--- config.mk ---
export PLATFORM = sky130hd
export DESIGN_NAME = raid0_stripe_splitter
export DESIGN_NICKNAME = d
export VERILOG_FILES = /design/src/rtl/core/r0ss_pkg.sv /design/src/rtl/core/raid0_stripe_splitter.sv /design/src/rtl/core/r0ss_div.sv
export SDC_FILE = /design/constraint.sdc
export NUM_CORES = 2
export LEC_CHECK = 0
export BUFFER_PORTS_ARGS = -buffer_cell sky130_fd_sc_hd__buf_2
export CAP_MARGIN = 20
export CORE_AREA = 5 5 324 390
export DETAILED_ROUTE_END_ITERATION = 8
export DIE_AREA = 0 0 329 395
export PLACE_DENSITY = 0.6
export SETUP_SLACK_MARGIN = 0.05
export SYNTH_ARGS = -nofsm -noshare
export SYNTH_HDL_FRONTEND = slang
export SYNTH_SLANG_ARGS = --single-unit
--- constraint.sdc ---
create_clock -name aclk -period 30 [get_ports aclk]
set_input_delay 3 -clock aclk [delete_from_list [all_inputs] [get_ports aclk]]
set_output_delay 3 -clock aclk [all_outputs]
set_load 0.02 [all_outputs]
--- src/rtl/core/r0ss_pkg.sv ---
// ----------------------------------------------------------------------------
// r0ss_pkg
// shared constants and types of the raid0 stripe splitter
// ----------------------------------------------------------------------------
package r0ss_pkg;

    localparam int DEF_MAX_DISKS   = 16;
    localparam int DEF_OFFSET_BITS = 48;

    localparam int OFS_W    = 48;
    localparam int LEN_W    = 18;
    localparam int CLEN_W   = 21;
    localparam int DISK_W   = 4;
    localparam int SHIFT_W  = 5;
    localparam int NDISK_W  = 5;
    localparam int INSTR_W  = 20;

    localparam logic [LEN_W-1:0] MAX_LEN = 18'd258048;

    localparam logic [1:0] REG_STRIP_SHIFT = 2'd0;
    localparam logic [1:0] REG_NUM_DISKS   = 2'd1;

    localparam logic [SHIFT_W-1:0] SHIFT_MIN = 5'd12;
    localparam logic [SHIFT_W-1:0] SHIFT_MAX = 5'd20;

    // one request after normalization
    typedef struct packed {
        logic              mode;
        logic [OFS_W-1:0]  strip_no;
        logic [INSTR_W-1:0] in_strip;
        logic [LEN_W-1:0]  len;
        logic [SHIFT_W-1:0] sh;
        logic [NDISK_W-1:0] nd;
    } req_t;

    // one request after the divider
    typedef struct packed {
        logic               mode;
        logic [DISK_W-1:0]  disk;
        logic [OFS_W-1:0]   stripe;
        logic [INSTR_W-1:0] in_strip;
        logic [LEN_W-1:0]   len;
        logic [SHIFT_W-1:0] sh;
        logic [NDISK_W-1:0] nd;
    } pos_t;

endpackage

--- src/rtl/core/raid0_stripe_splitter.sv ---
// ----------------------------------------------------------------------------
// raid0_stripe_splitter
// splits a block request into per-strip chunks over a raid0 member set
// ----------------------------------------------------------------------------
// usage: a request beat (mode, offset, length) on the s_ channel yields one
// chunk beat per strip touched on the m_ channel, in buffer order, the final
// one marked by m_last. strip_shift and num_disks sit at apb byte addresses 0
// and 4; they must be written only while the block is idle, which the block
// itself does not enforce. pipeline: one normalize stage, seven divider
// stages (a load stage, then six stages of six quotient bits each), then
// the chunk walker and the output register.
// throughput: the walker emits one chunk per cycle while m_ready is high
// and loads the next request only after the last chunk of the current one;
// requests queue in the divider pipeline meanwhile.
// a zero length request gives no chunk.
// reset: clears all valid bits and the registers to 16 and 2.
// stall: when m_ready is low the chunk holds and the pipeline backs up
// without loss; s_ready drops once every stage is full.
// ----------------------------------------------------------------------------
module raid0_stripe_splitter
    import r0ss_pkg::*;
#(
    parameter int MAX_DISKS   = DEF_MAX_DISKS,
    parameter int OFFSET_BITS = DEF_OFFSET_BITS
) (
    input  logic                aclk,
    input  logic                aresetn,
    input  logic                psel,
    input  logic                penable,
    input  logic                pwrite,
    input  logic [2:0]          paddr,
    input  logic [31:0]         pwdata,
    output logic [31:0]         prdata,
    output logic                pready,
    input  logic                s_valid,
    output logic                s_ready,
    input  logic                s_mode,
    input  logic [OFS_W-1:0]    s_request_offset,
    input  logic [LEN_W-1:0]    s_request_length,
    output logic                m_valid,
    input  logic                m_ready,
    output logic                m_out_mode,
    output logic [DISK_W-1:0]   m_disk_index,
    output logic [OFS_W-1:0]    m_disk_offset,
    output logic [CLEN_W-1:0]   m_chunk_length,
    output logic [LEN_W-1:0]    m_buffer_offset,
    output logic                m_last
);
    localparam int DLIM = (MAX_DISKS < 16) ? MAX_DISKS : 16;
    localparam logic [OFS_W-1:0] OFS_MASK =
        (OFFSET_BITS >= OFS_W) ? {OFS_W{1'b1}} : OFS_W'((65'd1 << OFFSET_BITS) - 65'd1);

    logic [SHIFT_W-1:0] strip_shift_reg;
    logic [NDISK_W-1:0] num_disks_reg;

    // register file
    assign pready = 1'b1;
    always_ff @(posedge aclk) begin
        if (!aresetn) begin
            strip_shift_reg <= 5'd16;
            num_disks_reg   <= 5'd2;
        end else if (psel && penable && pwrite) begin
            case (paddr[2:2])
                REG_STRIP_SHIFT[0:0]: strip_shift_reg <= pwdata[SHIFT_W-1:0];
                REG_NUM_DISKS[0:0]:   num_disks_reg   <= pwdata[NDISK_W-1:0];
                default: ;
            endcase
        end
    end
    always_comb begin
        prdata = '0;
        if (paddr[1:0] == 2'b00) begin
            case (paddr[2:2])
                REG_STRIP_SHIFT[0:0]: prdata = {27'd0, strip_shift_reg};
                REG_NUM_DISKS[0:0]:   prdata = {27'd0, num_disks_reg};
                default:              prdata = '0;
            endcase
        end
    end

    // effective settings
    logic [SHIFT_W-1:0] eff_sh;
    logic [NDISK_W-1:0] eff_nd;
    always_comb begin
        eff_sh = strip_shift_reg;
        if (eff_sh < SHIFT_MIN) eff_sh = SHIFT_MIN;
        if (eff_sh > SHIFT_MAX) eff_sh = SHIFT_MAX;
        eff_nd = num_disks_reg;
        if (eff_nd == '0) eff_nd = 5'd1;
        if (eff_nd > NDISK_W'(DLIM)) eff_nd = NDISK_W'(DLIM);
    end

    // normalize stage: mask offset, clamp length, split at the strip boundary
    logic               n_vld_reg;
    req_t               n_req_reg;
    logic               d_in_ready;
    logic               n_adv;
    logic [OFS_W-1:0]   ofs_m;
    assign n_adv   = d_in_ready || !n_vld_reg;
    assign s_ready = n_adv;
    assign ofs_m   = s_request_offset & OFS_MASK;

    always_ff @(posedge aclk) begin
        if (!aresetn) begin
            n_vld_reg <= 1'b0;
        end else if (n_adv) begin
            n_vld_reg <= s_valid && (s_request_length != '0);
        end
    end
    always_ff @(posedge aclk) begin
        if (n_adv && s_valid) begin
            n_req_reg.mode     <= s_mode;
            n_req_reg.strip_no <= ofs_m >> eff_sh;
            n_req_reg.in_strip <= ofs_m[INSTR_W-1:0] &
                                  INSTR_W'((21'd1 << eff_sh) - 21'd1);
            n_req_reg.len      <= (s_request_length > MAX_LEN) ? MAX_LEN : s_request_length;
            n_req_reg.sh       <= eff_sh;
            n_req_reg.nd       <= eff_nd;
        end
    end

    // division of strip number into disk and stripe
    logic d_out_valid;
    logic d_out_ready;
    pos_t d_pos;
    r0ss_div u_div (
        .aclk      (aclk),
        .aresetn   (aresetn),
        .in_valid  (n_vld_reg),
        .in_ready  (d_in_ready),
        .in_req    (n_req_reg),
        .out_valid (d_out_valid),
        .out_ready (d_out_ready),
        .out_pos   (d_pos)
    );

    // chunk walker: one chunk per beat
    logic               busy_reg;
    logic               mode_reg;
    logic [DISK_W-1:0]  disk_reg;
    logic [OFS_W-1:0]   stripe_reg;
    logic [INSTR_W-1:0] in_strip_reg;
    logic [LEN_W-1:0]   len_reg;
    logic [LEN_W-1:0]   done_reg;
    logic [SHIFT_W-1:0] sh_reg;
    logic [NDISK_W-1:0] nd_reg;
    logic [CLEN_W-1:0]  room;
    logic [CLEN_W-1:0]  left;
    logic [CLEN_W-1:0]  cl;
    logic               fin;
    logic               fire;
    logic [DISK_W:0]    disk_inc;

    assign d_out_ready = !busy_reg;
    assign room = CLEN_W'(21'd1 << sh_reg) - CLEN_W'(in_strip_reg);
    assign left = CLEN_W'(len_reg) - CLEN_W'(done_reg);
    assign cl   = (room < left) ? room : left;
    assign fin  = (cl == left);
    assign fire = busy_reg && (!m_valid || m_ready);
    assign disk_inc = {1'b0, disk_reg} + 1'b1;

    always_ff @(posedge aclk) begin
        if (!aresetn) begin
            busy_reg <= 1'b0;
        end else if (!busy_reg) begin
            busy_reg <= d_out_valid;
        end else if (fire && fin) begin
            busy_reg <= 1'b0;
        end
    end
    always_ff @(posedge aclk) begin
        if (!busy_reg && d_out_valid) begin
            mode_reg     <= d_pos.mode;
            disk_reg     <= d_pos.disk;
            stripe_reg   <= d_pos.stripe;
            in_strip_reg <= d_pos.in_strip;
            len_reg      <= d_pos.len;
            done_reg     <= '0;
            sh_reg       <= d_pos.sh;
            nd_reg       <= d_pos.nd;
        end else if (fire && !fin) begin
            done_reg     <= done_reg + cl[LEN_W-1:0];
            in_strip_reg <= '0;
            if (NDISK_W'(disk_inc) >= nd_reg) begin
                disk_reg   <= '0;
                stripe_reg <= stripe_reg + OFS_W'(1);
            end else begin
                disk_reg   <= disk_inc[DISK_W-1:0];
            end
        end
    end

    // output register
    logic               m_valid_reg;
    always_ff @(posedge aclk) begin
        if (!aresetn) begin
            m_valid_reg <= 1'b0;
        end else if (fire) begin
            m_valid_reg <= 1'b1;
        end else if (m_ready) begin
            m_valid_reg <= 1'b0;
        end
    end
    always_ff @(posedge aclk) begin
        if (fire) begin
            m_out_mode      <= mode_reg;
            m_disk_index    <= disk_reg;
            m_disk_offset   <= ((stripe_reg << sh_reg) + OFS_W'(in_strip_reg)) & OFS_MASK;
            m_chunk_length  <= cl;
            m_buffer_offset <= done_reg;
            m_last          <= fin;
        end
    end
    assign m_valid = m_valid_reg;

    // checks
    a_len_pos: assert property (@(posedge aclk) disable iff (!aresetn)
        busy_reg |-> (len_reg > done_reg)) else $error("walker past end");
    a_disk_rng: assert property (@(posedge aclk) disable iff (!aresetn)
        busy_reg |-> ({1'b0, disk_reg} < nd_reg)) else $error("disk out of range");
    a_hold: assert property (@(posedge aclk) disable iff (!aresetn)
        (m_valid && !m_ready) |=> m_valid) else $error("beat dropped");
    a_chunk: assert property (@(posedge aclk) disable iff (!aresetn)
        m_valid |-> (m_chunk_length != '0)) else $error("empty chunk");

endmodule

--- src/rtl/core/r0ss_div.sv ---
// ----------------------------------------------------------------------------
// r0ss_div
// pipelined restoring divider of the strip number by the disk count,
// a load stage followed by register stages of BPS quotient bits each
// ----------------------------------------------------------------------------
module r0ss_div
    import r0ss_pkg::*;
(
    input  logic  aclk,
    input  logic  aresetn,
    input  logic  in_valid,
    output logic  in_ready,
    input  req_t  in_req,
    output logic  out_valid,
    input  logic  out_ready,
    output pos_t  out_pos
);
    localparam int QB    = 36;   // quotient bits: strip_no < 2^36
    localparam int BPS   = 6;    // bits per stage
    localparam int NST   = QB / BPS;

    typedef struct packed {
        logic               mode;
        logic [QB-1:0]      num;
        logic [NDISK_W-1:0] rem;
        logic [INSTR_W-1:0] in_strip;
        logic [LEN_W-1:0]   len;
        logic [SHIFT_W-1:0] sh;
        logic [NDISK_W-1:0] nd;
    } dstg_t;

    dstg_t             stg_reg [NST+1];
    logic [NST:0]      vld_reg;
    logic [NST:0]      adv;
    dstg_t             stg_next [NST+1];

    // stage advance: a stage moves when the next one is free or moving
    always_comb begin
        adv[NST] = out_ready || !vld_reg[NST];
        for (int i = NST - 1; i >= 0; i--) begin
            adv[i] = adv[i+1] || !vld_reg[i];
        end
    end
    assign in_ready = adv[0];

    // load and per-stage quotient bits
    always_comb begin
        logic [NDISK_W:0] r;
        stg_next[0].mode     = in_req.mode;
        stg_next[0].num      = in_req.strip_no[QB-1:0];
        stg_next[0].rem      = '0;
        stg_next[0].in_strip = in_req.in_strip;
        stg_next[0].len      = in_req.len;
        stg_next[0].sh       = in_req.sh;
        stg_next[0].nd       = in_req.nd;
        for (int s = 1; s <= NST; s++) begin
            stg_next[s] = stg_reg[s-1];
            for (int b = 0; b < BPS; b++) begin
                r = {stg_next[s].rem, stg_next[s].num[QB-1]};
                stg_next[s].num = {stg_next[s].num[QB-2:0], 1'b0};
                if (r >= {1'b0, stg_next[s].nd}) begin
                    r = r - {1'b0, stg_next[s].nd};
                    stg_next[s].num[0] = 1'b1;
                end
                stg_next[s].rem = r[NDISK_W-1:0];
            end
        end
    end

    // stage registers
    always_ff @(posedge aclk) begin
        if (!aresetn) begin
            vld_reg <= '0;
        end else begin
            vld_reg[0] <= adv[0] ? in_valid : vld_reg[0];
            for (int s = 1; s <= NST; s++) begin
                if (adv[s]) vld_reg[s] <= vld_reg[s-1];
            end
        end
    end

    always_ff @(posedge aclk) begin
        if (adv[0] && in_valid) stg_reg[0] <= stg_next[0];
        for (int s = 1; s <= NST; s++) begin
            if (adv[s] && vld_reg[s-1]) stg_reg[s] <= stg_next[s];
        end
    end

    assign out_valid         = vld_reg[NST];
    assign out_pos.mode      = stg_reg[NST].mode;
    assign out_pos.disk      = stg_reg[NST].rem[DISK_W-1:0];
    assign out_pos.stripe    = {{(OFS_W-QB){1'b0}}, stg_reg[NST].num};
    assign out_pos.in_strip  = stg_reg[NST].in_strip;
    assign out_pos.len       = stg_reg[NST].len;
    assign out_pos.sh        = stg_reg[NST].sh;
    assign out_pos.nd        = stg_reg[NST].nd;

endmodule
==> key figures <==
Logic synthesis
  • Largest family of logic cells by synthesized area: simple AND/OR/NAND/NOR gates
  • Complex-gate fraction of the synthesized area: 8.979%
  • Synth cell count leaders: edfxtp_1, nand2_1, ha_1
  • Syn_area_per_cell: 12.84 sq um
  • Post-Syn Instances: about 3800
  • Sequential fraction of the synthesis area: 57.29%
  • Synth Area in XOR/XNOR: approximately 4.3%
  • Ys flop type: edfxtp_1
  • FF+latch count, synth: 941
  • Post-Synth Simple-Gate Area: roughly 9%
  • Post-Synth Adder-Cell Area: 8.842%
  • Post-synth EDFFs: between 800 and 900
  • Area contributors post-synth: edfxtp_1, ha_1, mux2i_1
  • Count leader, synth: edfxtp_1
  • Mux contribution to synthesized area: around 8%
  • Post-Syn Area: just under 50000 sq um
  • Number of synthesis warnings: 0
  • Top-area cell type share of the netlist area: 55.22%
  • Area leader, netlist: edfxtp_1
  • Netlist cell types: roughly 90
  • Asr flop ratio synth: 0%

Clock tree
  • TritonCTS buffer count: 93
  • Clock sink count: about 940
  • Hold Buf Count CTS: 0
  • H-tree depth: 3
  • Clk_lat worst skew: 0.67 ns
  • Max Root-Sink Buffers: 3
  • CTS tree: yes
  • Post-CTS setup buffers: 0
  • PostCTS Resize Cnt: 0
  • CTS root buf: clkbuf_16
  • Clock slew at reported path FFs: around 0.060 ns

Worst setup path
  • Largest stage delay on the critical path: about 0.61 ns
  • Crit Path Category: reg2reg
  • Worst-path fanout max: 8
  • Critical Path RT: between 30 and 40 ns
  • Critical Path Start Type: flip-flop
  • Slowest CP cell: o21ai_0
  • Most frequent cell on the critical path: o21ai_0
  • Worst setup EP type: flip-flop
  • Arrival @ worst endpoint: 12.45 ns

Global routing
  • Vias in the first global route: approximately 28000
  • Total congestion overflow: 0
  • GRT Util Overall: between 10% and 20%
  • First-pass GRT wire length: around 150000 um
  • Antenna violations before repair: 2
  • Largest net degree at the start of global routing: 93

Placement
  • Placer congestion estimate: roughly 0.88
  • Post-Place Cell Area: around 51000 sq um
  • Hpwl dp: approximately 70000 um
  • Port Buf Inserts: roughly 180

Power and ir drop
  • Pwr/cell area: about 120 nW/um^2
  • Power share of the clock group: 17.9%
  • Peak VDD IR: between 0.0002 and 0.00025 V
  • LEAKAGE: just over 20 nW
  • Gate power share: ~56%
  • Internal: 0.004074 W
  • Switching Fraction: a little over a third
  • Reg power frac: about a quarter
  • Switching power: between 0.002 and 0.0025 W

Layout
  • Post-route cell area: 54200 sq um
  • Sequential cell area: roughly 28000 sq um
  • Antenna Cells: 0
  • Layout cells sized above 1: about 14%
  • Filler cell count: 11122
  • Area grow syn2layout: 11.87%
  • NumNets Final: roughly 4400
  • Area of the multi-input gates: 19240 sq um
  • Max FFs per register: between 600 and 700

Route
  • DR WL/cell: ~17 um
  • Vias per cell: a little over 5
  • DRT iter0 DRCs: about 1600
  • Final ANT Viol Nets: 0
  • Residual DRC: 0
  • Vias post-DR: between 20000 and 30000
  • 1st-pass router iterations: 8
  • Final WL: 93890 um

Floorplan
  • Ports: roughly 240
  • FP Rows: roughly 140
  • Die H: around 400 um
  • DIE WIDTH: approximately 330 um
  • Core footprint: between 100000 and 150000 sq um
  • Initial Util: between 30% and 40%
  • Die area: roughly 130000 sq um

Timing
  • Final cycle utilization of the critical path: between 40% and 50%
  • Slew Limit Fails: 0
  • Worst slew pin tran: 1.065 ns
  • RSZ-0062 raised after global routing: false
  • Fmax: between 0.08 and 0.09 GHz
  • Relative slew slack: around 29%
  • Final setup fails: 0
  • Final Hold Viols: 0
  • Clk_skew: 0.02536 ns
  • Final critical-path required period: between 10 and 15 ns
  • Fin Setup TNS: 0 ns

Worst hold path
  • Hold WC Path Type: reg2reg

Status
  • Status: finished, final reports clean

Flow run
  • Max Cap Violations: 0
## cell type report
cell class / count / share of cell area (%)
flip-flops and latches: 941 / 51.21
clock buffers: 117 / 4.647
multi-input cells: 2468 / 35.50
repair buffers: 210 / 2.073
well taps: 1644 / 3.795
clock inverters: 56 / 1.053
inverters: 248 / 1.727
## routing by layer
metal / wire (um) / global-route usage [%] / vias to the layer above
li1: - / - / 14314
met1: 42760 / 19.24 / 13634
met2: 44440 / 24.03 / 566
met3: 4006 / 2.115 / 159
met4: 2681 / 4.693 / 0
met5: 0 / 0 / -
## critical path: cells and delay by family (launching register included)
kind | cells | cell delay (ns)
AND/OR/NAND/NOR | 11 | 1.46
adder cells (fa/ha/maj) | 6 | 2.08
buffers and inverters | 4 | 0.84
multiplexers | 3 | 1.30
AO/OA/AOI/OAI | 21 | 5.45
flip-flops | 1 | 0.60
## placed cells by master, fill, tap and decap left out, types with 13 or more instances in the layout
master / n
a21oi_1: 163
inv_1: 241
xnor2_1: 136
o21a_1: 36
o31ai_1: 18
clkinv_1: 19
mux2_2: 75
nor2_1: 182
nand3_1: 56
conb_1: 30
mux4_2: 53
or3_1: 17
a211oi_1: 13
a31oi_1: 34
nor2b_1: 80
clkinv_2: 13
clkbuf_16: 94
and2_1: 39
fa_1: 39
and3_1: 20
mux2i_1: 173
o211ai_1: 14
edfxtp_1: 891
nand2b_1: 39
nand4_1: 43
nand2_1: 319
ha_1: 280
clkbuf_1: 15
a21o_1: 82
buf_2: 181
nor3_1: 46
o21ai_0: 156
dfxtp_1: 49
xor2_1: 90
or2_2: 24
buf_4: 29
## final timing paths
check | startpoint | endpoint | slack (ns) | cells after the start
min reg2reg | u_div.stg_reg[3][76] | u_div.stg_reg[4][82] | 0.40 | 0
min | u_div.stg_reg[3][76] | u_div.stg_reg[4][82] | 0.40 | 0
max reg2reg | u_div.stg_reg[5][1] | u_div.stg_reg[6][51] | 17.95 | 45
max | u_div.stg_reg[5][1] | u_div.stg_reg[6][51] | 17.95 | 45
## kinds of logic after synthesis
logic type,count (synthesis)
other,2
muxes,309
buffers and inverters,394
AOI/OAI and AO/OA,658
and+or+nand+nor,922
xor gates and xnor gates,230
DFF,941
adders and majority gates,319
## stage by stage
step	std cells	total power [W]	worst slack, ns	hold WS (ns)	utilization, %
floorplan	3803	0.004703	19.70	0.4003	-
global placement	5511	0.005228	18.02	0.4007	41.81
detailed placement	5511	0.005279	17.91	0.4045	41.81
CTS	5684	0.006472	17.88	0.3943	44.34
global route	5684	0.006968	16.68	0.4108	44.34
finish	5684	0.006418	17.95	0.3995	44.34
## power by group through the flow
stage	registers, W	clock network, W	logic (W)
2_1_floorplan	0.00171	0	0.00299
6_report	0.00169	0.00115	0.00358
5_1_grt	0.00170	0.00124	0.00403
4_1_cts	0.00169	0.00119	0.00359
3_3_place_gp	0.00172	0	0.00351
3_5_place_dp	0.00172	0	0.00356
No activity file was read; power rests on OpenSTA's default activity.
